## config.mk

```make
export PLATFORM = sky130hd
export DESIGN_NAME = baseline_relearn_stability_check_top
export DESIGN_NICKNAME = d
export VERILOG_FILES = /design/src/hw/rtl/brsc_pkg.sv /design/src/hw/rtl/brsc_alu.sv /design/src/hw/rtl/baseline_relearn_stability_check_top.sv
export SDC_FILE = /design/constraint.sdc
export NUM_CORES = 2
export LEC_CHECK = 0
export ABC_CLOCK_PERIOD_IN_PS = 12400
export BUFFER_PORTS_ARGS = -buffer_cell sky130_fd_sc_hd__buf_4
export CAP_MARGIN = 20
export CORE_MARGIN = 4
export CORE_UTILIZATION = 40
export DETAILED_ROUTE_END_ITERATION = 6
export PLACE_DENSITY = 0.61
export SKIP_CTS_REPAIR_TIMING = 1
export SLEW_MARGIN = 20
export SYNTH_ARGS = -nofsm -noshare
export SYNTH_HDL_FRONTEND = slang
export SYNTH_HIERARCHICAL = 1
export SYNTH_SLANG_ARGS = --single-unit
```

## constraint.sdc

```tcl
create_clock -name aclk -period 12.4 [get_ports aclk]
set_input_delay 3.72 -clock aclk [delete_from_list [all_inputs] [get_ports aclk]]
set_output_delay 3.72 -clock aclk [all_outputs]
set_load 0.005 [all_outputs]
```

## src/hw/rtl/brsc_pkg.sv

```systemverilog
// brsc_pkg: shared types, constants and codes for the baseline relearn stability check
`timescale 1ns / 1ps
`default_nettype none
package brsc_pkg;

    localparam int SAMPLE_BITS     = 16;
    localparam int MAX_WINDOW_DEF  = 1024;
    localparam int MEAN_BITS       = 24;
    localparam int DEV_BITS        = 23;
    localparam int WIN_BITS        = 11;
    localparam int FRAC_BITS       = 16;
    localparam int CFG_DATA_BITS   = 23;
    localparam int CFG_INDEX_BITS  = 2;

    localparam logic [WIN_BITS-1:0]  WINDOW_RESET    = 11'd64;
    localparam logic [FRAC_BITS-1:0] STAB_FRAC_RESET = 16'd3277;
    localparam logic [FRAC_BITS-1:0] FLOOR_FRAC_RESET = 16'd655;
    localparam logic [DEV_BITS-1:0]  FLOOR_ABS_RESET = 23'd256;
    localparam logic [DEV_BITS-1:0]  DEV_SAT         = 23'h7FFFFF;

    typedef enum logic [CFG_INDEX_BITS-1:0] {
        CFG_WINDOW_COUNT = 2'd0,
        CFG_STAB_FRAC    = 2'd1,
        CFG_FLOOR_FRAC   = 2'd2,
        CFG_FLOOR_ABS    = 2'd3
    } cfg_index_t;

    typedef enum logic [1:0] {
        OP_MUL  = 2'd0,
        OP_DIV  = 2'd1,
        OP_SQRT = 2'd2
    } alu_op_t;

    typedef enum logic [3:0] {
        ST_IDLE = 4'd0,
        ST_ACC  = 4'd1,
        ST_TEST = 4'd2,
        ST_MEAN = 4'd3,
        ST_MULA = 4'd4,
        ST_MULB = 4'd5,
        ST_NN   = 4'd6,
        ST_VAR  = 4'd7,
        ST_SQRT = 4'd8,
        ST_LIM  = 4'd9,
        ST_DEC  = 4'd10
    } state_t;

    typedef struct packed {
        logic                   start;
        alu_op_t                op;
    } alu_req_t;

    typedef struct packed {
        logic                   busy;
        logic                   done;
    } alu_rsp_t;

    typedef struct packed {
        logic signed [SAMPLE_BITS-1:0] sample;
        logic                          out_of_band;
    } in_word_t;

    typedef struct packed {
        logic                         accepted;
        logic signed [MEAN_BITS-1:0]  new_mean;
        logic        [DEV_BITS-1:0]   new_stddev;
    } out_word_t;

endpackage
`default_nettype wire

```

## src/hw/rtl/brsc_alu.sv

```systemverilog
// brsc_alu: bit-serial shared multiply, divide and square root unit
`timescale 1ns / 1ps
`default_nettype none
module brsc_alu #(
    parameter int WW = 68
) (
    input  wire logic              aclk,
    input  wire logic              aresetn,
    input  wire brsc_pkg::alu_req_t req,
    input  wire logic [WW-1:0]     opa,
    input  wire logic [WW-1:0]     opb,
    output brsc_pkg::alu_rsp_t     rsp,
    output logic      [WW-1:0]     result
);
    import brsc_pkg::*;

    localparam int CNW = $clog2(WW + 1);

    logic [WW-1:0]  acc_reg, acc_next;
    logic [WW-1:0]  sa_reg, sa_next;
    logic [WW-1:0]  sb_reg, sb_next;
    logic [CNW-1:0] cnt_reg, cnt_next;
    logic           busy_reg, busy_next;
    logic           done_reg, done_next;
    alu_op_t        op_reg, op_next;

    logic [WW:0]    div_trial;
    logic [WW+1:0]  sq_rem;
    logic [WW+1:0]  sq_try;

    always_ff @(posedge aclk) begin
        if (!aresetn) begin
            busy_reg <= 1'b0;
            done_reg <= 1'b0;
            cnt_reg  <= '0;
            op_reg   <= OP_MUL;
        end else begin
            busy_reg <= busy_next;
            done_reg <= done_next;
            cnt_reg  <= cnt_next;
            op_reg   <= op_next;
        end
        acc_reg <= acc_next;
        sa_reg  <= sa_next;
        sb_reg  <= sb_next;
    end

    always_comb begin
        acc_next  = acc_reg;
        sa_next   = sa_reg;
        sb_next   = sb_reg;
        cnt_next  = cnt_reg;
        busy_next = busy_reg;
        op_next   = op_reg;
        done_next = 1'b0;
        div_trial = {acc_reg, sa_reg[WW-1]} - {1'b0, sb_reg};
        sq_rem    = {acc_reg, sa_reg[WW-1:WW-2]};
        sq_try    = {sb_reg, 2'b01};
        if (req.start) begin
            busy_next = 1'b1;
            op_next   = req.op;
            acc_next  = '0;
            sa_next   = opa;
            sb_next   = (req.op == OP_SQRT) ? '0 : opb;
            cnt_next  = (req.op == OP_SQRT) ? CNW'(WW / 2) : CNW'(WW);
        end else if (busy_reg) begin
            unique case (op_reg)
                OP_MUL: begin
                    if (sb_reg[0]) begin
                        acc_next = acc_reg + sa_reg;
                    end
                    sa_next = {sa_reg[WW-2:0], 1'b0};
                    sb_next = {1'b0, sb_reg[WW-1:1]};
                end
                OP_DIV: begin
                    if (!div_trial[WW]) begin
                        acc_next = div_trial[WW-1:0];
                    end else begin
                        acc_next = {acc_reg[WW-2:0], sa_reg[WW-1]};
                    end
                    sa_next = {sa_reg[WW-2:0], ~div_trial[WW]};
                end
                OP_SQRT: begin
                    if (sq_rem >= sq_try) begin
                        acc_next = WW'(sq_rem - sq_try);
                        sb_next  = {sb_reg[WW-2:0], 1'b1};
                    end else begin
                        acc_next = sq_rem[WW-1:0];
                        sb_next  = {sb_reg[WW-2:0], 1'b0};
                    end
                    sa_next = {sa_reg[WW-3:0], 2'b00};
                end
                default: begin
                    acc_next = acc_reg;
                end
            endcase
            cnt_next = cnt_reg - CNW'(1);
            if (cnt_reg == CNW'(1)) begin
                busy_next = 1'b0;
                done_next = 1'b1;
            end
        end
    end

    always_comb begin
        unique case (op_reg)
            OP_MUL:  result = acc_reg;
            OP_DIV:  result = sa_reg;
            OP_SQRT: result = sb_reg;
            default: result = acc_reg;
        endcase
    end

    assign rsp.busy = busy_reg;
    assign rsp.done = done_reg;

endmodule
`default_nettype wire

```

## src/hw/rtl/baseline_relearn_stability_check_top.sv

```systemverilog
// baseline_relearn_stability_check_top: run accumulation and window-end stability sequencer
//
//   channel   dir  handshake            word
//   s_        in   s_valid / s_ready    sample, out_of_band
//   m_        out  m_valid / m_ready    accepted, new_mean, new_stddev
//   cfg_      in   cfg_wr_en            cfg_index, cfg_wr_data
//
// a sample that does not close a window has its result registered out of ST_ACC (in band)
// or ST_TEST (out of band); the next word is taken the cycle after the result is taken
// a window-end sample then runs ST_MEAN through ST_DEC, waiting in each alu state on the
// bit-serial shared alu (WW = 68 by default) doing mean divide, three products, variance
// divide and square root one after another
// s_ready is low while a word is being worked on or a result waits on m_
// aresetn is synchronous; no clearing pass is needed
`timescale 1ns / 1ps
`default_nettype none
module baseline_relearn_stability_check_top #(
    parameter int MAX_WINDOW = brsc_pkg::MAX_WINDOW_DEF
) (
    input  wire logic                                  aclk,
    input  wire logic                                  aresetn,
    input  wire logic                                  s_valid,
    output logic                                       s_ready,
    input  wire brsc_pkg::in_word_t                    s_data,
    output logic                                       m_valid,
    input  wire logic                                  m_ready,
    output brsc_pkg::out_word_t                        m_data,
    input  wire logic                                  cfg_wr_en,
    input  wire logic [brsc_pkg::CFG_INDEX_BITS-1:0]   cfg_index,
    input  wire logic [brsc_pkg::CFG_DATA_BITS-1:0]    cfg_wr_data
);
    import brsc_pkg::*;

    localparam int SB  = SAMPLE_BITS;
    localparam int CW  = $clog2(MAX_WINDOW + 1);
    localparam int SW  = SB + CW;
    localparam int QW  = 2 * SB + CW - 2;
    localparam int WW  = ((CW + QW + 16 + 1) / 2) * 2;
    localparam int DVW = WW / 2;
    localparam int AMW = SB + 8;
    localparam int MW  = AMW + FRAC_BITS;
    localparam int CMW = DVW + AMW;
    localparam int XW  = (CW > WIN_BITS) ? CW : WIN_BITS;

    state_t                state_reg, state_next;
    logic                  run_active_reg, run_active_next;
    logic [CW-1:0]         run_count_reg, run_count_next;
    logic signed [SW-1:0]  run_sum_reg, run_sum_next;
    logic [QW-1:0]         run_sq_reg, run_sq_next;
    in_word_t              in_reg, in_next;
    logic [SW-1:0]         asum_reg, asum_next;
    logic                  neg_reg, neg_next;
    logic [AMW-1:0]        amean_reg, amean_next;
    logic [WW-1:0]         a_reg, a_next;
    logic [WW-1:0]         b_reg, b_next;
    logic [DVW-1:0]        dev_reg, dev_next;
    logic [AMW-1:0]        lim_reg, lim_next;
    out_word_t             out_reg, out_next;
    logic                  m_valid_reg, m_valid_next;

    logic [WIN_BITS-1:0]   win_cfg_reg;
    logic [FRAC_BITS-1:0]  stab_frac_reg;
    logic [FRAC_BITS-1:0]  floor_frac_reg;
    logic [DEV_BITS-1:0]   floor_abs_reg;

    alu_req_t              alu_req;
    alu_rsp_t              alu_rsp;
    logic [WW-1:0]         alu_opa, alu_opb, alu_res;

    logic [XW-1:0]         win_x;
    logic [CW-1:0]         win;
    logic [SB-1:0]         mag;
    logic [2*SB-1:0]       mag_sq;
    logic signed [SW-1:0]  sum_base;
    logic [QW-1:0]         sq_base;
    logic [CW-1:0]         cnt_base;
    logic [SW-1:0]         asum_c;
    logic [WW-1:0]         d_c;
    logic [MW-1:0]         prod_c;
    logic [AMW-1:0]        frac_c;
    logic [AMW-1:0]        floor_ext;
    logic [AMW-1:0]        flo_c;
    logic [CMW-1:0]        dev_ext;
    logic [CMW-1:0]        std_c;
    logic [AMW-1:0]        mean_sel;

    brsc_alu #(.WW(WW)) u_alu (
        .aclk    (aclk),
        .aresetn (aresetn),
        .req     (alu_req),
        .opa     (alu_opa),
        .opb     (alu_opb),
        .rsp     (alu_rsp),
        .result  (alu_res)
    );

    // configuration registers
    always_ff @(posedge aclk) begin
        if (!aresetn) begin
            win_cfg_reg    <= WINDOW_RESET;
            stab_frac_reg  <= STAB_FRAC_RESET;
            floor_frac_reg <= FLOOR_FRAC_RESET;
            floor_abs_reg  <= FLOOR_ABS_RESET;
        end else if (cfg_wr_en) begin
            unique case (cfg_index_t'(cfg_index))
                CFG_WINDOW_COUNT: win_cfg_reg    <= cfg_wr_data[WIN_BITS-1:0];
                CFG_STAB_FRAC:    stab_frac_reg  <= cfg_wr_data[FRAC_BITS-1:0];
                CFG_FLOOR_FRAC:   floor_frac_reg <= cfg_wr_data[FRAC_BITS-1:0];
                CFG_FLOOR_ABS:    floor_abs_reg  <= cfg_wr_data[DEV_BITS-1:0];
                default:          win_cfg_reg    <= win_cfg_reg;
            endcase
        end
    end

    always_ff @(posedge aclk) begin
        if (!aresetn) begin
            state_reg      <= ST_IDLE;
            run_active_reg <= 1'b0;
            run_count_reg  <= '0;
            run_sum_reg    <= '0;
            run_sq_reg     <= '0;
            m_valid_reg    <= 1'b0;
        end else begin
            state_reg      <= state_next;
            run_active_reg <= run_active_next;
            run_count_reg  <= run_count_next;
            run_sum_reg    <= run_sum_next;
            run_sq_reg     <= run_sq_next;
            m_valid_reg    <= m_valid_next;
        end
        in_reg    <= in_next;
        asum_reg  <= asum_next;
        neg_reg   <= neg_next;
        amean_reg <= amean_next;
        a_reg     <= a_next;
        b_reg     <= b_next;
        dev_reg   <= dev_next;
        lim_reg   <= lim_next;
        out_reg   <= out_next;
    end

    // effective window, clamped to [2, MAX_WINDOW]
    always_comb begin
        win_x = XW'(win_cfg_reg);
        if (win_x < XW'(2)) begin
            win = CW'(2);
        end else if (win_x > XW'(MAX_WINDOW)) begin
            win = CW'(MAX_WINDOW);
        end else begin
            win = win_x[CW-1:0];
        end
    end

    always_comb begin
        mag       = in_reg.sample[SB-1] ? (~in_reg.sample + SB'(1)) : in_reg.sample;
        mag_sq    = mag * mag;
        sum_base  = run_active_reg ? run_sum_reg : '0;
        sq_base   = run_active_reg ? run_sq_reg : '0;
        cnt_base  = run_active_reg ? run_count_reg : '0;
        asum_c    = run_sum_reg[SW-1] ? SW'(-run_sum_reg) : run_sum_reg;
        d_c       = (a_reg > b_reg) ? (a_reg - b_reg) : '0;
        mean_sel  = neg_reg ? (~amean_reg + AMW'(1)) : amean_reg;
        floor_ext = AMW'(floor_abs_reg);
        prod_c    = (state_reg == ST_LIM) ? (stab_frac_reg * amean_reg)
                                          : (floor_frac_reg * amean_reg);
        frac_c    = prod_c[MW-1:FRAC_BITS];
        flo_c     = (frac_c > floor_ext) ? frac_c : floor_ext;
        dev_ext   = CMW'(dev_reg);
        std_c     = (dev_ext < CMW'(flo_c)) ? CMW'(flo_c) : dev_ext;
    end

    always_comb begin
        state_next      = state_reg;
        run_active_next = run_active_reg;
        run_count_next  = run_count_reg;
        run_sum_next    = run_sum_reg;
        run_sq_next     = run_sq_reg;
        in_next         = in_reg;
        asum_next       = asum_reg;
        neg_next        = neg_reg;
        amean_next      = amean_reg;
        a_next          = a_reg;
        b_next          = b_reg;
        dev_next        = dev_reg;
        lim_next        = lim_reg;
        out_next        = out_reg;
        m_valid_next    = m_valid_reg && !m_ready;
        alu_req.start   = 1'b0;
        alu_req.op      = OP_MUL;
        alu_opa         = '0;
        alu_opb         = '0;
        s_ready         = (state_reg == ST_IDLE) && !m_valid_reg;

        unique case (state_reg)
            ST_IDLE: begin
                if (s_valid && s_ready) begin
                    in_next    = s_data;
                    state_next = ST_ACC;
                end
            end
            ST_ACC: begin
                if (!in_reg.out_of_band) begin
                    run_active_next = 1'b0;
                    run_count_next  = '0;
                    run_sum_next    = '0;
                    run_sq_next     = '0;
                    out_next        = '0;
                    m_valid_next    = 1'b1;
                    state_next      = ST_IDLE;
                end else begin
                    run_active_next = 1'b1;
                    run_sum_next    = sum_base + {{(SW-SB){in_reg.sample[SB-1]}}, in_reg.sample};
                    run_sq_next     = sq_base + QW'(mag_sq);
                    run_count_next  = cnt_base + CW'(1);
                    state_next      = ST_TEST;
                end
            end
            ST_TEST: begin
                if (run_count_reg < win) begin
                    out_next     = '0;
                    m_valid_next = 1'b1;
                    state_next   = ST_IDLE;
                end else begin
                    asum_next     = asum_c;
                    neg_next      = run_sum_reg[SW-1];
                    alu_req.start = 1'b1;
                    alu_req.op    = OP_DIV;
                    alu_opa       = WW'({asum_c, 8'h00}) + WW'(run_count_reg >> 1);
                    alu_opb       = WW'(run_count_reg);
                    state_next    = ST_MEAN;
                end
            end
            ST_MEAN: begin
                if (alu_rsp.done) begin
                    amean_next    = alu_res[AMW-1:0];
                    alu_req.start = 1'b1;
                    alu_req.op    = OP_MUL;
                    alu_opa       = WW'(run_sq_reg);
                    alu_opb       = WW'(run_count_reg);
                    state_next    = ST_MULA;
                end
            end
            ST_MULA: begin
                if (alu_rsp.done) begin
                    a_next        = alu_res;
                    alu_req.start = 1'b1;
                    alu_req.op    = OP_MUL;
                    alu_opa       = WW'(asum_reg);
                    alu_opb       = WW'(asum_reg);
                    state_next    = ST_MULB;
                end
            end
            ST_MULB: begin
                if (alu_rsp.done) begin
                    b_next        = alu_res;
                    alu_req.start = 1'b1;
                    alu_req.op    = OP_MUL;
                    alu_opa       = WW'(run_count_reg);
                    alu_opb       = WW'(run_count_reg);
                    state_next    = ST_NN;
                end
            end
            ST_NN: begin
                if (alu_rsp.done) begin
                    alu_req.start = 1'b1;
                    alu_req.op    = OP_DIV;
                    alu_opa       = {d_c[WW-17:0], 16'h0000};
                    alu_opb       = alu_res;
                    state_next    = ST_VAR;
                end
            end
            ST_VAR: begin
                if (alu_rsp.done) begin
                    alu_req.start = 1'b1;
                    alu_req.op    = OP_SQRT;
                    alu_opa       = alu_res;
                    state_next    = ST_SQRT;
                end
            end
            ST_SQRT: begin
                if (alu_rsp.done) begin
                    dev_next   = alu_res[DVW-1:0];
                    state_next = ST_LIM;
                end
            end
            ST_LIM: begin
                lim_next   = (frac_c < floor_ext) ? floor_ext : frac_c;
                state_next = ST_DEC;
            end
            ST_DEC: begin
                run_count_next = '0;
                run_sum_next   = '0;
                run_sq_next    = '0;
                m_valid_next   = 1'b1;
                state_next     = ST_IDLE;
                if (dev_ext > CMW'(lim_reg)) begin
                    out_next = '0;
                end else begin
                    run_active_next    = 1'b0;
                    out_next.accepted  = 1'b1;
                    out_next.new_mean  = MEAN_BITS'(mean_sel);
                    out_next.new_stddev = (std_c > CMW'(DEV_SAT)) ? DEV_SAT
                                                                  : std_c[DEV_BITS-1:0];
                end
            end
            default: begin
                state_next = ST_IDLE;
            end
        endcase
    end

    assign m_valid = m_valid_reg;
    assign m_data  = out_reg;

endmodule
`default_nettype wire

```

======== After elaboration in Yosys (flattened, before gate mapping) ========
Cells that the tools add are included.
W data, S select, Z words.
storage, ports and cells
  word-level logic and storage cells ...... 196
  output and inout port bits .............. 50
  input port bits ......................... 47
  register bits ........................... 677
cells by class
  magnitude comparators ................... 10
  bitwise operators ....................... 6
  $add $sub $neg .......................... 12
  $mul .................................... 3
  reductions and logical operators ........ 33
  muxes and demuxes ....................... 74
  equal/unequal tests ..................... 28
operator list
  cell              count
  $mux W68          10
  $pmux W68 S3      2
  $pmux W68 S6      1
  $pmux W68 S2      2
  $pmux W68 S4      1
  $mux W48          3
  $pmux W48 S3      1
  $mux W41          3
  $mux W27          4
  $pmux W41 S2      1
  $mul A16 B24 Y40  2
  $ge A70 B70 Y1    1
  $sub A69 B68 Y69  1
  $add A68 B68 Y68  1
  $gt A68 B68 Y1    1
  $sub A68 B68 Y68  1
  $mux W11          6
  $pmux W27 S2      1
  $mux W52          1
  $sub A52 B52 Y52  1
  $mux W24          2
  $mux W23          2
  $add A41 B32 Y41  1
  $mux W40          1
  other kinds (53)  116

======== Longest topological paths before layout ========
  word-level depth ........................ 10
  mapped depth ............................ 50
  depth with buffers taken out ............ 45

======== Modules after synthesis ========
The synthesis kept the hierarchy.
by module, submodules not included
  module                                seq. area each (µm²)  cells each  instances  area each (µm²)
  baseline_relearn_stability_check_top  12361.9               6375        1          58349.7
  brsc_alu                              5665.4                3468        1          25761.0

======== Worst setup path before layout ========
Ideal clock, no wire load.
  path type ............................... reg2reg
  from .................................... reg amean_reg[0]
  to ...................................... reg out_reg, in the netlist m_data[10], data pin
  arrival ................................. 10.519 ns
  path slack .............................. 1.701 ns
  buffers on the path ..................... 4
  stages on the path, launching flop included .. 47
  data required time ...................... 12.220 ns
  library setup time ...................... 0.180 ns
  clock period less this slack ............ 10.699 ns
  cell sequence ........................... edfxtp_1 clkbuf_1 clkbuf_1 nand2_1 fa_1 fa_1 inv_1 fa_1 fa_1 fa_1 inv_1 fa_1 inv_1 ha_1 and4_1 and3_1 a22oi_1 nand3_1 (+11 left out) nand2_1 nand2_1 nand2_1 buf_2 mux2i_1 ha_1 a21o_1 a21o_1 a21oi_1 o21ai_0 a221o_1 a21oi_1 nor2b_1 nor4_1 or3_1 o21ai_1 clkbuf_1 a221oi_1
between the ends
  word-level cells in the longest chain between the ends .. 10
  elaborated cells on any way between the ends .. 11
  classes of those cells .................. mul (2); order compare (3); mux (6)
RTL lines
  item                                 line                                                                                      source
  from (decl)                          baseline_relearn_stability_check_top.sv:53                                                logic [AMW-1:0] amean_reg, amean_next;
  from (signal assigned)               baseline_relearn_stability_check_top.sv:134                                               amean_reg <= amean_next;
  $mul A16 B24 Y40 (on tied branches)  baseline_relearn_stability_check_top.sv:165, baseline_relearn_stability_check_top.sv:164
  $mux W40 (*)                         baseline_relearn_stability_check_top.sv:164                                               prod_c = (state_reg == ST_LIM) ? (stab_frac_reg * amean_reg)
  $gt A24 B23 Y1                       baseline_relearn_stability_check_top.sv:167                                               flo_c = (frac_c > floor_ext) ? frac_c : floor_ext;
  $mux W24 (*)                         baseline_relearn_stability_check_top.sv:167
  $lt A34 B24 Y1                       baseline_relearn_stability_check_top.sv:169                                               std_c = (dev_ext < CMW'(flo_c)) ? CMW'(flo_c) : dev_ext;
  $mux W34 (*)                         baseline_relearn_stability_check_top.sv:169
  $gt A34 B23 Y1                       baseline_relearn_stability_check_top.sv:302                                               out_next.new_stddev = (std_c > CMW'(DEV_SAT)) ? DEV_SAT
  $mux W23 (*)                         baseline_relearn_stability_check_top.sv:302
  $mux W48 (*)                         baseline_relearn_stability_check_top.sv:296                                               if (dev_ext > CMW'(lim_reg)) begin
  $pmux W48 S3 (*)                     baseline_relearn_stability_check_top.sv:194                                               unique case (state_reg)
  to (signal assigned)                 baseline_relearn_stability_check_top.sv:139                                               out_reg <= out_next;
  to (decl)                            baseline_relearn_stability_check_top.sv:58                                                out_word_t out_reg, out_next;
Every way passes the cells marked *; elsewhere a longest branch is shown, timed or not.
A chain may end at the register's enable or synchronous reset.

======== Worst setup path after layout ========
  from .................................... reg amean_reg[3]
  to ...................................... reg out_reg, in the netlist m_data[16], data pin
The elaborated chain is that of the path after synthesis.

==> summary.txt <==
Status
  • Run status: completed

Run
  • MaxCap Viol Count: 0

Clock network
  • Cts bufs inserted: 88
  • CTS tree: built
  • CTS Sinks: roughly 680
  • H-tree depth: 3
  • Reg clk slew, reported paths: about 60 ps
  • CTS Buffer Depth: 3
  • Clk Latency, worst-skew pair: just under 800 ps
  • CTS Root Cell: clkbuf_16

Worst setup path
  • Critical Path Slowest Stage Cell: fa_1
  • CP Launch Type: flop
  • CP Capture Type: flop
  • Peak fanout along the critical path: 21
  • Critical setup path kind: reg -> reg
  • Crit path max-delay family: adder cells
  • Reg-to-reg slack, setup: between 700 and 800 ps
  • CP max stage delay: between 500 and 600 ps
  • Buffer and inverter count on the worst path: 9
  • CP arrival: about 12000 ps
  • Most used cell, CP: buf_4
  • Worst EP required: 12900 ps

Pwr
  • Maximum vdd ir drop: about 780 uV
  • Internal power: 9.640 mW
  • Pwr per Cell Area: 210.3 nW/um^2
  • Leakage power: about 41 nW
  • Switching share of power: about half
  • Final Total Pwr: roughly 19 mW
  • Clock power frac: between 10% and 20%
  • NetSw: 9.546 mW
  • Flop pwr share: 14.5%
  • Gate power share: between 70% and 80%

Timing
  • Final setup viols: 0
  • Clock Skews: about 76 ps
  • Final worst slack: a little over 700 ps
  • Final worst path period share: a little over nine tenths
  • Slew @ Worst Pin: roughly 1300 ps
  • Max-slew violation count: 0
  • Hold WS: about 480 ps
  • Final count of hold timing violations: 0
  • Crit path time final: roughly 12000 ps
  • Max_slew headroom: between 10% and 20%
  • Setup TNS: 0 ps
  • Fmax: around 86 MHz

Drt
  • Via count: 72248
  • Routed len/inst: between 20 and 25 microns
  • Vias/cell: between 5 and 6
  • Remaining DRCs: 0
  • Routed WL: 287100 microns
  • Number of routed nets with antenna violations: 0
  • Initial DRC Count: 6375
  • Router iterations before antenna repair: 6

Floorplanning
  • Site Rows: between 150 and 200
  • Die Area: around 220000 sq um
  • Ports: just under 100
  • Core area: roughly 210000 sq um
  • Die X-Extent: roughly 470 microns
  • Initial Utilization: between 40% and 50%
  • Chip height: between 400 and 500 microns

Final layout
  • Share of layout cells above drive strength 1: roughly 5.9%
  • Final net count: about 11000
  • Post-route insts no fill: approximately 13000
  • Fin util: 43.59%
  • Cell area after layout: around 90000 sq um
  • Area growth from synthesis to layout: 8.498%
  • Fillers: roughly 21000

Yosys
  • Avg Inst Size Synth: 8.545 sq um
  • Syn. warnings: 6
  • Post-Syn Area: around 84000 sq um
  • Syn Inst Count: about 9800

Placed design
  • Placed Cells: roughly 12000
  • PortBufs: 96
  • Routability cong.: 0.9996
  • DP Area: just under 90000 sq um
  • DP Worst Slack: about 97 ps
  • Hpwl dp: around 230000 microns

Global route
  • Grt ovf: 0
  • Gr usage total: 25.97%
  • Largest net degree at the start of global routing: 129
  • Vias in the first global route: roughly 73000
  • Initial antenna violation count: 14
  • First-pass GRT wire length: 440700 microns

Worst hold path
  • Hold WC Path Type: reg -> reg
-- final timing paths --
kind,to,startpoint,cells past startpoint
hold reg to reg,run_sq_reg[34]$_SDFFE_PN0N_,run_sq_reg[34]$_SDFFE_PN0N_,2
setup reg to reg,m_data[16]$_SDFFCE_PN0P_,amean_reg[3]$_DFFE_PP_,44
setup / recovery,m_data[16]$_SDFFCE_PN0P_,amean_reg[3]$_DFFE_PP_,44
hold / removal,run_sq_reg[34]$_SDFFE_PN0N_,run_sq_reg[34]$_SDFFE_PN0N_,2
-- worst register-to-register path: cells and delay by family (launching register included) --
family / cells / cell delay [ps]
buf+inv: 9 / 1640
simple gates: 11 / 1460
fa+ha+maj: 9 / 4300
flops: 1 / 380
mux: 1 / 400
compound gates: 13 / 3160
xor+xnor: 1 / 120
-- power by group through the flow --
| stage | clock (mW) | combinational [mW] | sequential, mW |
|---|---|---|---|
| global placement | 0 | 13.3 | 2.83 |
| detailed placement | 0 | 13.4 | 2.83 |
| global route | 2.91 | 15.3 | 2.79 |
| CTS | 2.83 | 13.5 | 2.78 |
| floorplan | 0 | 9.99 | 2.72 |
| finish | 2.77 | 13.6 | 2.78 |
-- routing by layer --
| metal | GRT usage [%] | share of wire [%] | vias up |
|---|---|---|---|
| met4 | 9.194 | 3.7 | 2 |
| met1 | 34.07 | 42 | 35884 |
| met5 | 0 | 0.0045 | - |
| met2 | 43.44 | 48 | 2692 |
| li1 | - | - | 33148 |
| met3 | 4.073 | 7.1 | 522 |
-- layout make-up --
cell class                      count  area [sq um]  area share [%]
Multi-Input combinational cell   7334         59430           65.12
Sequential cell                   677         18030           19.76
Inverter                         1293          4853           5.319
Tap cell                         2805          3510           3.846
Timing Repair Buffer              300          2335           2.559
Clock buffer                      106          2301           2.522
Clock inverter                     60         769.5          0.8433
Antenna cell                        9         22.52         0.02468
-- cell usage in the layout, fill, tap and decap left out, types with 118 or more instances in the layout --
master and instances:
o21ai_0 408, and2_1 409, inv_1 1285, nand3_1 138, nor2_1 527, a21oi_1 522, nor3_1 121, dfxtp_1 225
ha_1 708, xnor2_1 225, a22oi_1 213, mux2i_1 161, a21o_1 215, buf_4 292, fa_1 810, xor2_1 176
nand4_1 118, nand2_1 1306, edfxtp_1 447
(Power assumes the default switching activity.)
